<file path="src/design/uut_pkg.sv">
// Shared types, constants and the target encoder of the unicode unit transcoder.
package uut_pkg;

    // Encoding codes; codes 5 to 7 act as ASCII
    localparam logic [2:0] ENC_UTF8   = 3'd0;
    localparam logic [2:0] ENC_UTF16  = 3'd1;
    localparam logic [2:0] ENC_UTF32  = 3'd2;
    localparam logic [2:0] ENC_ASCII  = 3'd3;
    localparam logic [2:0] ENC_LATIN1 = 3'd4;

    localparam int CFG_IDX_W = 2;
    localparam logic [CFG_IDX_W-1:0] REG_SOURCE = 2'd0;
    localparam logic [CFG_IDX_W-1:0] REG_TARGET = 2'd1;

    localparam logic [31:0] REPL_RUNE = 32'h0000_FFFD;
    localparam logic [31:0] RUNE_MAX  = 32'h0010_FFFF;
    localparam logic [7:0]  SUBST_CHR = 8'h3F;

    // One decoded rune on its way from the front end to the back end
    typedef struct packed {
        logic [31:0] rune;
        logic        bad;
        logic        fin;
    } rune_rec_t;

    typedef struct packed {
        logic [3:0][31:0] units;
        logic [1:0]       last_idx;
        logic             ok;
    } enc_res_t;

    function automatic enc_res_t encode_rune(input logic [31:0] r_in, input logic [2:0] tgt);
        enc_res_t    res;
        logic [31:0] r;
        logic [31:0] s;
        res          = '0;
        res.ok       = 1'b1;
        r            = r_in;
        s            = '0;
        if ((tgt == ENC_UTF8 || tgt == ENC_UTF16 || tgt == ENC_UTF32) && r > RUNE_MAX)
        begin
            r      = REPL_RUNE;
            res.ok = 1'b0;
        end
        case (tgt)
            ENC_UTF8:
            begin
                if (r <= 32'h7F)
                begin
                    res.units[0] = r;
                end
                else if (r <= 32'h7FF)
                begin
                    res.units[0] = {24'h0, 3'b110, r[10:6]};
                    res.units[1] = {24'h0, 2'b10, r[5:0]};
                    res.last_idx = 2'd1;
                end
                else if (r <= 32'hFFFF)
                begin
                    res.units[0] = {24'h0, 4'b1110, r[15:12]};
                    res.units[1] = {24'h0, 2'b10, r[11:6]};
                    res.units[2] = {24'h0, 2'b10, r[5:0]};
                    res.last_idx = 2'd2;
                end
                else
                begin
                    res.units[0] = {24'h0, 5'b11110, r[20:18]};
                    res.units[1] = {24'h0, 2'b10, r[17:12]};
                    res.units[2] = {24'h0, 2'b10, r[11:6]};
                    res.units[3] = {24'h0, 2'b10, r[5:0]};
                    res.last_idx = 2'd3;
                end
            end
            ENC_UTF16:
            begin
                if (r <= 32'hFFFF)
                begin
                    res.units[0] = r;
                end
                else
                begin
                    s            = r - 32'h0001_0000;
                    res.units[0] = {16'h0, 6'b110110, s[19:10]};
                    res.units[1] = {16'h0, 6'b110111, s[9:0]};
                    res.last_idx = 2'd1;
                end
            end
            ENC_UTF32:
            begin
                res.units[0] = r;
            end
            ENC_LATIN1:
            begin
                if (r <= 32'hFF)
                begin
                    res.units[0] = r;
                end
                else
                begin
                    res.units[0] = {24'h0, SUBST_CHR};
                    res.ok       = 1'b0;
                end
            end
            default:
            begin
                if (r <= 32'h7F)
                begin
                    res.units[0] = r;
                end
                else
                begin
                    res.units[0] = {24'h0, SUBST_CHR};
                    res.ok       = 1'b0;
                end
            end
        endcase
        return res;
    endfunction

endpackage

</file>
<file path="src/design/uut_front.sv">
// Front end: accepts source words, keeps partial sequences and decodes whole runes.
module uut_front
(
    input  logic                 clk,
    input  logic                 rst_n,
    input  logic [2:0]           src_enc,
    input  logic                 src_wr,
    input  logic                 push,
    input  logic [31:0]          unit_in,
    input  logic                 stream_last,
    input  logic                 q_full,
    output logic                 q_wr,
    output uut_pkg::rune_rec_t   q_rec
);

    logic [20:0] part_reg, part_next;
    logic [1:0]  due_reg, due_next;
    logic        hsw_reg, hsw_next;
    logic        emit;
    logic        accept;
    logic [7:0]  b;
    logic [15:0] h;
    logic [20:0] cont;
    logic [1:0]  due_dec;

    assign accept  = push && !q_full;
    assign b       = unit_in[7:0];
    assign h       = unit_in[15:0];
    assign cont    = {part_reg[14:0], b[5:0]};
    assign due_dec = due_reg - 2'd1;

    always_comb
    begin
        part_next   = part_reg;
        due_next    = due_reg;
        hsw_next    = hsw_reg;
        emit        = 1'b0;
        q_rec.rune  = {24'h0, b};
        q_rec.bad   = 1'b0;
        q_rec.fin   = stream_last;
        case (src_enc)
            uut_pkg::ENC_UTF8:
            begin
                if (due_reg != 2'd0)
                begin
                    if (due_dec == 2'd0)
                    begin
                        emit       = 1'b1;
                        q_rec.rune = {11'h0, cont};
                        part_next  = '0;
                        due_next   = '0;
                    end
                    else if (stream_last)
                    begin
                        // truncated at end of stream
                        emit       = 1'b1;
                        q_rec.rune = uut_pkg::REPL_RUNE;
                        q_rec.bad  = 1'b1;
                        part_next  = '0;
                        due_next   = '0;
                        hsw_next   = 1'b0;
                    end
                    else
                    begin
                        part_next = cont;
                        due_next  = due_dec;
                    end
                end
                else if (b[7:3] == 5'b11110 || b[7:4] == 4'b1110 || b[7:5] == 3'b110)
                begin
                    if (stream_last)
                    begin
                        emit       = 1'b1;
                        q_rec.rune = uut_pkg::REPL_RUNE;
                        q_rec.bad  = 1'b1;
                        part_next  = '0;
                        due_next   = '0;
                        hsw_next   = 1'b0;
                    end
                    else if (b[7:3] == 5'b11110)
                    begin
                        part_next = {18'h0, b[2:0]};
                        due_next  = 2'd3;
                    end
                    else if (b[7:4] == 4'b1110)
                    begin
                        part_next = {17'h0, b[3:0]};
                        due_next  = 2'd2;
                    end
                    else
                    begin
                        part_next = {16'h0, b[4:0]};
                        due_next  = 2'd1;
                    end
                end
                else
                begin
                    emit = 1'b1;
                    if (b[7])
                    begin
                        q_rec.rune = uut_pkg::REPL_RUNE;
                        q_rec.bad  = 1'b1;
                    end
                end
            end
            uut_pkg::ENC_UTF16:
            begin
                if (hsw_reg)
                begin
                    emit      = 1'b1;
                    part_next = '0;
                    due_next  = '0;
                    hsw_next  = 1'b0;
                    if (h[15:10] == 6'b110111)
                    begin
                        q_rec.rune = 32'h0001_0000 + {12'h0, part_reg[9:0], h[9:0]};
                    end
                    else
                    begin
                        q_rec.rune = uut_pkg::REPL_RUNE;
                        q_rec.bad  = 1'b1;
                    end
                end
                else if (h[15:10] == 6'b110110)
                begin
                    if (stream_last)
                    begin
                        emit       = 1'b1;
                        q_rec.rune = uut_pkg::REPL_RUNE;
                        q_rec.bad  = 1'b1;
                    end
                    else
                    begin
                        hsw_next  = 1'b1;
                        part_next = {11'h0, h[9:0]};
                    end
                end
                else
                begin
                    emit       = 1'b1;
                    q_rec.rune = {16'h0, h};
                end
            end
            uut_pkg::ENC_UTF32:
            begin
                emit       = 1'b1;
                q_rec.rune = unit_in;
            end
            uut_pkg::ENC_LATIN1:
            begin
                emit = 1'b1;
            end
            default:
            begin
                emit = 1'b1;
                if (b[7])
                begin
                    q_rec.rune = uut_pkg::REPL_RUNE;
                    q_rec.bad  = 1'b1;
                end
            end
        endcase
    end

    assign q_wr = accept && emit;

    always_ff @(posedge clk or negedge rst_n)
    begin
        if (!rst_n)
        begin
            part_reg <= '0;
            due_reg  <= '0;
            hsw_reg  <= 1'b0;
        end
        else if (src_wr)
        begin
            // drop any partial rune on a source change
            part_reg <= '0;
            due_reg  <= '0;
            hsw_reg  <= 1'b0;
        end
        else if (accept)
        begin
            part_reg <= part_next;
            due_reg  <= due_next;
            hsw_reg  <= hsw_next;
        end
    end

endmodule

</file>
<file path="src/design/uut_fifo.sv">
// Short rune queue between the front end and the back end.
module uut_fifo
#(
    parameter int DEPTH = 4
)
(
    input  logic                 clk,
    input  logic                 rst_n,
    input  logic                 wr,
    input  uut_pkg::rune_rec_t   wr_rec,
    output logic                 full,
    input  logic                 rd,
    output logic                 rd_valid,
    output uut_pkg::rune_rec_t   rd_rec
);

    localparam int PTR_W = $clog2(DEPTH);
    localparam int CNT_W = $clog2(DEPTH + 1);
    localparam logic [PTR_W-1:0] PTR_LAST = PTR_W'(DEPTH - 1);
    localparam logic [CNT_W-1:0] CNT_FULL = CNT_W'(DEPTH);

    uut_pkg::rune_rec_t mem_reg [DEPTH];
    logic [PTR_W-1:0]   wr_ptr_reg;
    logic [PTR_W-1:0]   rd_ptr_reg;
    logic [CNT_W-1:0]   cnt_reg;
    logic               do_wr;
    logic               do_rd;

    assign full     = (cnt_reg == CNT_FULL);
    assign rd_valid = (cnt_reg != '0);
    assign rd_rec   = mem_reg[rd_ptr_reg];
    assign do_wr    = wr && !full;
    assign do_rd    = rd && rd_valid;

    always_ff @(posedge clk)
    begin
        if (do_wr)
        begin
            mem_reg[wr_ptr_reg] <= wr_rec;
        end
    end

    always_ff @(posedge clk or negedge rst_n)
    begin
        if (!rst_n)
        begin
            wr_ptr_reg <= '0;
            rd_ptr_reg <= '0;
            cnt_reg    <= '0;
        end
        else
        begin
            if (do_wr)
            begin
                wr_ptr_reg <= (wr_ptr_reg == PTR_LAST) ? '0 : wr_ptr_reg + 1'b1;
            end
            if (do_rd)
            begin
                rd_ptr_reg <= (rd_ptr_reg == PTR_LAST) ? '0 : rd_ptr_reg + 1'b1;
            end
            if (do_wr && !do_rd)
            begin
                cnt_reg <= cnt_reg + 1'b1;
            end
            else if (do_rd && !do_wr)
            begin
                cnt_reg <= cnt_reg - 1'b1;
            end
        end
    end

endmodule

</file>
<file path="src/design/uut_back.sv">
// Back end: encodes one rune into target words and sends them out one per cycle while results are popped.
module uut_back
(
    input  logic                 clk,
    input  logic                 rst_n,
    input  logic [2:0]           tgt_enc,
    input  logic                 q_valid,
    input  uut_pkg::rune_rec_t   q_rec,
    output logic                 q_rd,
    output logic                 empty,
    input  logic                 pop,
    output logic [31:0]          unit_out,
    output logic                 decode_bad,
    output logic                 encode_ok,
    output logic                 rune_last,
    output logic                 stream_done
);

    uut_pkg::rune_rec_t cur_reg;
    logic               cur_valid_reg;
    logic [1:0]         idx_reg;
    uut_pkg::enc_res_t  enc;
    logic               out_valid_reg;
    logic [31:0]        unit_reg;
    logic               bad_reg;
    logic               ok_reg;
    logic               rlast_reg;
    logic               done_reg;
    logic               out_free;
    logic               send;
    logic               last_unit;

    assign enc       = uut_pkg::encode_rune(cur_reg.rune, tgt_enc);
    assign out_free  = !out_valid_reg || pop;
    assign send      = cur_valid_reg && out_free;
    assign last_unit = (idx_reg == enc.last_idx);
    assign q_rd      = q_valid && (!cur_valid_reg || (send && last_unit));

    always_ff @(posedge clk)
    begin
        if (q_rd)
        begin
            cur_reg <= q_rec;
        end
        if (send)
        begin
            unit_reg  <= enc.units[idx_reg];
            bad_reg   <= cur_reg.bad;
            ok_reg    <= enc.ok;
            rlast_reg <= last_unit;
            done_reg  <= last_unit && cur_reg.fin;
        end
    end

    always_ff @(posedge clk or negedge rst_n)
    begin
        if (!rst_n)
        begin
            cur_valid_reg <= 1'b0;
            idx_reg       <= '0;
            out_valid_reg <= 1'b0;
        end
        else
        begin
            // advance to the next rune once the last word of this one is out
            if (q_rd)
            begin
                cur_valid_reg <= 1'b1;
                idx_reg       <= '0;
            end
            else if (send && last_unit)
            begin
                cur_valid_reg <= 1'b0;
                idx_reg       <= '0;
            end
            else if (send)
            begin
                idx_reg <= idx_reg + 2'd1;
            end
            if (send)
            begin
                out_valid_reg <= 1'b1;
            end
            else if (pop)
            begin
                out_valid_reg <= 1'b0;
            end
        end
    end

    assign empty       = !out_valid_reg;
    assign unit_out    = unit_reg;
    assign decode_bad  = bad_reg;
    assign encode_ok   = ok_reg;
    assign rune_last   = rlast_reg;
    assign stream_done = done_reg;

endmodule

</file>
<file path="src/design/unicode_unit_transcoder.sv">
// Unicode code unit transcoder. Source words (UTF-8, UTF-16, UTF-32, ASCII or Latin-1)
// are pushed one per cycle; the front end decodes them to runes and hands each whole rune
// to a FIFO_DEPTH-entry queue, and the back end encodes a rune into 1 to 4 target words,
// sending one word per cycle through an output register as long as results are popped.
// An input word is taken every cycle as long as the queue has room; the back end is the
// limit, as it sends the target words of a rune one at a time. A rune passes through the
// queue and the current-rune register, and its first word through the output register,
// before that word shows on the result ports. Change encodings only while idle; writing the
// source encoding drops any partial sequence.
module unicode_unit_transcoder
#(
    parameter int FIFO_DEPTH = 4
)
(
    input  logic                           clk,
    input  logic                           rst_n,
    input  logic                           cfg_we,
    input  logic [uut_pkg::CFG_IDX_W-1:0]  cfg_index,
    input  logic [2:0]                     cfg_data,
    input  logic                           push,
    output logic                           full,
    input  logic [31:0]                    unit_in,
    input  logic                           stream_last,
    output logic                           empty,
    input  logic                           pop,
    output logic [31:0]                    unit_out,
    output logic                           decode_bad,
    output logic                           encode_ok,
    output logic                           rune_last,
    output logic                           stream_done
);

    logic [2:0]         src_reg;
    logic [2:0]         tgt_reg;
    logic               src_wr;
    logic               q_wr;
    logic               q_rd;
    logic               q_valid;
    uut_pkg::rune_rec_t wr_rec;
    uut_pkg::rune_rec_t rd_rec;

    assign src_wr = cfg_we && (cfg_index == uut_pkg::REG_SOURCE);

    always_ff @(posedge clk or negedge rst_n)
    begin
        if (!rst_n)
        begin
            src_reg <= uut_pkg::ENC_UTF8;
            tgt_reg <= uut_pkg::ENC_UTF16;
        end
        else if (cfg_we)
        begin
            if (cfg_index == uut_pkg::REG_SOURCE)
            begin
                src_reg <= cfg_data;
            end
            else if (cfg_index == uut_pkg::REG_TARGET)
            begin
                tgt_reg <= cfg_data;
            end
        end
    end

    uut_front u_front
    (
        .clk         (clk),
        .rst_n       (rst_n),
        .src_enc     (src_reg),
        .src_wr      (src_wr),
        .push        (push),
        .unit_in     (unit_in),
        .stream_last (stream_last),
        .q_full      (full),
        .q_wr        (q_wr),
        .q_rec       (wr_rec)
    );

    uut_fifo #(.DEPTH(FIFO_DEPTH)) u_fifo
    (
        .clk      (clk),
        .rst_n    (rst_n),
        .wr       (q_wr),
        .wr_rec   (wr_rec),
        .full     (full),
        .rd       (q_rd),
        .rd_valid (q_valid),
        .rd_rec   (rd_rec)
    );

    uut_back u_back
    (
        .clk         (clk),
        .rst_n       (rst_n),
        .tgt_enc     (tgt_reg),
        .q_valid     (q_valid),
        .q_rec       (rd_rec),
        .q_rd        (q_rd),
        .empty       (empty),
        .pop         (pop),
        .unit_out    (unit_out),
        .decode_bad  (decode_bad),
        .encode_ok   (encode_ok),
        .rune_last   (rune_last),
        .stream_done (stream_done)
    );

endmodule

</file>
<file path="config.mk">
export PLATFORM = sky130hd
export DESIGN_NAME = unicode_unit_transcoder
export DESIGN_NICKNAME = d
export VERILOG_FILES = /design/src/design/uut_pkg.sv /design/src/design/uut_front.sv /design/src/design/uut_fifo.sv /design/src/design/uut_back.sv /design/src/design/unicode_unit_transcoder.sv
export SDC_FILE = /design/constraint.sdc
export NUM_CORES = 1
export LEC_CHECK = 0
export BUFFER_PORTS_ARGS = -buffer_cell sky130_fd_sc_hd__buf_2
export CAP_MARGIN = 20
export CORE_UTILIZATION = 45
export CTS_CLUSTER_DIAMETER = 60
export CTS_CLUSTER_SIZE = 14
export DETAILED_ROUTE_END_ITERATION = 10
export GPL_ROUTABILITY_DRIVEN = 0
export PLACE_DENSITY = 0.72
export SLEW_MARGIN = 20
export SYNTH_ARGS = -nofsm -noshare
export SYNTH_HDL_FRONTEND = slang
export SYNTH_SLANG_ARGS = --single-unit
</file>
<file path="constraint.sdc">
create_clock -name clk -period 5.1 [get_ports clk]
set_clock_uncertainty 0.2 [all_clocks]
set_input_delay 0.255 -clock clk [delete_from_list [all_inputs] [get_ports clk]]
set_output_delay 0.255 -clock clk [all_outputs]
set_load 0.02 [all_outputs]
</file>
==> results.cfg <==
[die]
initial_utilization_pct = 45.7
die_h_um = 159
core_mm2 = 0.0242
rows = 57
die-area_mm2 = 0.0252
dieWidth_um = 159
num_io_pins = 81

[synth]
synth-simple-area-share_pct = 12.3
synth-adder-area-share_pct = 1.52
yosysSeqAreaShare_pct = 63.9
ys_types = 75
syn_inst = 831
synthMuxAreaShare_pct = 8.43
synth-edff-count = 206
synthFlopType = edfxtp_1
avgSynthCellArea_um2 = 13.3
async_flop_share_pct = 14.5
ys_warn_count = 0
synth_compound_area_share_pct = 11.0
synth-xor-area-share_pct = 0.713
synth_top_family_by_area = simple AND/OR/NAND/NOR gates
ys_ff_latch = 241
syn_area_mm2 = 0.0111

[grt]
grt_antenna_before_repair = 0
use_met2_pct = 30.3
grt_remaining_overflow = 0
grtUsageMet3_pct = 4.05
grt_util_met1_pct = 27.7
grt_usage_pct = 19.7
grt_pass1_vias = 7153
grt.busiest_layer = met2
grt_pass1_wl_um = 39100
grt_max_degree = 39

[layout]
multiInputGateArea_mm2 = 0.00381
seqCellArea_mm2 = 0.00706
fin_area_mm2 = 0.0129
final_nets = 1012
insertedDiodeCount = 0
fillers = 1993
area_growth_pct = 16.8
layout-drive-gt1-share_pct = 20.2
largest_reg_flops = 136

[detailed_routing]
vias_per_cell = 5.84
drt_wl_total_um = 24700
wl_per_cell_um = 19.0
vias = 7576
drt_first_pass_iters = 8
postRouteAntennaNets = 0
drtIter0Drc = 707
drc = 0

[critical_path]
startpoint_type = flop
reg2reg_to = u_fifo.cnt_reg[1]$_DFFE_PN0P_
cp.arrival_ns = 5.10
crit_type = flop to flop
crit_required_ns = 5.29
r2r-start = u_back.cur_reg[18]$_DFFE_PP_
reg2reg_setup_slack_ns = 0.19
crit_path_end_kind = flop
r2r_cells = 16
crit_path_max_fanout = 12

[cts]
root_buffer = clkbuf_16
htree_levels = 1
path_clk_slew_ns = 0.06
cts_tree = built
post-cts-setup-buffers = 0
cts_num_sinks = 241
cts_inserted_buffers = 23
cts_buffer_depth = 3
worstSkewPairLatency_ns = 0.51

[placement]
placed_area_mm2 = 0.0119
port_buffers = 80
dp_hpwl_um = 16500

[sta]
slew_headroom_pct = 40.6
min_period_ns = 4.91
final-setup-viol-count = 0
fin_crit_sh_pct = 96.3
rsz0062_at_grt = no
max_freq_mhz = 204
tightestPinTransition_ns = 0.890
setup_tns_ns = 0
report.final.slew_viol_count = 0
hold_viol = 0

[outcome]
status = completed

[power_and_ir_drop]
power_density_mw_per_mm2 = 541
p_leak_nw = 4.68
peakVddDrop_uv = 233

[min_path]
hold_start = unit_in[10]
hold_path_depth = 3
hold_path.class = input pin to flop
whs_endpoint = u_fifo.mem_reg[2][12]$_DFFE_PP_

[flow_run]
max-cap-violations = 0
## Yosys cell counts (3+ instances only)
cell type / number / area share (%)
edfxtp_1: 206 / 56
nand2_1: 63 / 2.1
nor2_1: 62 / 2.1
o21ai_0: 60 / 2.7
a21oi_1: 38 / 1.7
dfrtp_1: 34 / 7.7
mux4_2: 34 / 6.9
clkbuf_1: 32 / 1.1
nand3_1: 27 / 1.2
inv_1: 22 / 0.75
nor3_1: 22 / 1.0
and2_1: 18 / 1.0
nand2b_1: 16 / 0.91
or3_1: 13 / 0.74
ha_1: 11 / 1.2
a31oi_1: 9 / 0.51
mux2_2: 9 / 0.92
a211oi_1: 8 / 0.54
o22ai_1: 8 / 0.45
a21o_1: 7 / 0.48
a221oi_1: 7 / 0.55
nor3b_1: 7 / 0.48
o211ai_1: 6 / 0.41
xor2_1: 6 / 0.48
a22oi_1: 5 / 0.34
mux2i_1: 5 / 0.45
nor2b_1: 5 / 0.28
nor4_1: 5 / 0.28
o31ai_1: 5 / 0.34
or2_2: 5 / 0.28
and3_1: 4 / 0.23
buf_1: 4 / 0.14
nand4_1: 4 / 0.23
o2111ai_1: 4 / 0.32
o21bai_1: 4 / 0.27
a211o_1: 3 / 0.24
o311ai_0: 3 / 0.24
or4_4: 3 / 0.31
xnor2_1: 3 / 0.24
## kinds of logic after synthesis
family                     Yosys count
AOI/OAI and AO/OA                  190
xor gates and xnor gates             9
adders and majority gates           13
buffers and inverters               61
DFF                                241
muxes                               49
other                                1
and+or+nand+nor                    267
## worst max path at each step
stage / slack, ns / to / from
finish: 0.19 / u_fifo.cnt_reg[1]$_DFFE_PN0P_ / u_back.cur_reg[18]$_DFFE_PP_
global route: 0.02 / u_fifo.cnt_reg[1]$_DFFE_PN0P_ / u_back.cur_reg[22]$_DFFE_PP_
CTS: 0.12 / u_fifo.cnt_reg[1]$_DFFE_PN0P_ / u_back.cur_reg[20]$_DFFE_PP_
detailed placement: 0.16 / u_fifo.cnt_reg[1]$_DFFE_PN0P_ / u_back.cur_reg[20]$_DFFE_PP_
global placement: 0.39 / u_fifo.cnt_reg[1]$_DFFE_PN0P_ / u_back.cur_reg[20]$_DFFE_PP_
floorplan: 0.06 / u_fifo.cnt_reg[1]$_DFFE_PN0P_ / tgt_reg[0]$_DFFE_PN1P_
## placed cells by master, fill, tap and decap left out, types with 6 or more instances in the layout
| cell type | instances |
|---|---|
| a211oi_1 | 8 |
| a21o_1 | 7 |
| a21oi_1 | 36 |
| a221oi_1 | 7 |
| a31oi_1 | 9 |
| and2_1 | 18 |
| buf_2 | 80 |
| buf_4 | 18 |
| clkbuf_1 | 11 |
| clkbuf_16 | 23 |
| conb_1 | 11 |
| dfrtp_1 | 33 |
| dlygate4sd3_1 | 30 |
| edfxtp_1 | 206 |
| ha_1 | 11 |
| inv_1 | 22 |
| mux2_2 | 9 |
| mux4_2 | 34 |
| nand2_1 | 63 |
| nand2b_1 | 16 |
| nand3_1 | 27 |
| nor2_1 | 62 |
| nor3_1 | 21 |
| nor3b_1 | 6 |
| o211ai_1 | 6 |
| o21ai_0 | 60 |
| o22ai_1 | 8 |
| or3_1 | 13 |
| xor2_1 | 6 |
## per-layer routing
metal,routed length [µm],part of all wire [%]
met2,11000,44
met3,2270,9.2
met5,0,0
met4,957,3.9
met1,10500,42
## area by class of cell
cell class	instances	area share [%]
Sequential cell	241	54.7
Tap cell	324	3.14
Multi-Input combinational cell	539	29.5
Timing Repair Buffer	129	6.51
Clock buffer	35	4.88
Clock inverter	7	0.620
Inverter	23	0.678
## worst max-delay path, cell delays in order (launching register included)
cell and delay [ns]:
edfxtp_1 0.40, nor3_1 0.09, a21boi_1 0.23, o21ai_1 0.13, nand2_1 0.16, ha_1 0.27, or4b_4 0.51, or4_4 0.46
nor2_4 0.26, o32ai_1 0.15, nor3b_1 0.19, o41a_1 0.48, or2_4 0.26, ha_1 0.23, inv_1 0.10, fa_1 0.39
mux2_2 0.27
## stage by stage
stage / setup WS, ns / std cells / hold slack (ns) / total power, mW / util [%]
finish: 0.187 / 1298 / 0.0419 / 6.99 / 53.4
global route: 0.0201 / 1298 / 0.0373 / 7.33 / 53.4
detailed placement: 0.160 / 1225 / 0.219 / 5.35 / 49.2
global placement: 0.392 / 1225 / 0.204 / 5.30 / 49.2
CTS: 0.123 / 1297 / 0.0115 / 7.00 / 53.4
floorplan: 0.0614 / 841 / -0.241 / 4.66 / -
## timing repair
| item | 4_1_cts | 5_1_grt |
|---|---|---|
| hold buffers | 30 | 0 |
| hold endpoints to repair | 140 | 0 |
| setup endpoints to repair | 0 | 2 |
| gates resized for setup | 0 | 1 |
## report_power, final
group | internal (mW) | switching, mW | total [mW]
registers | 2.87 | 0.346 | 3.21
logic | 0.839 | 1.32 | 2.16
clock network | 0.916 | 0.704 | 1.62
total | 4.62 | 2.37 | 6.99
Note: power is estimated with default switching activity, not from simulation.
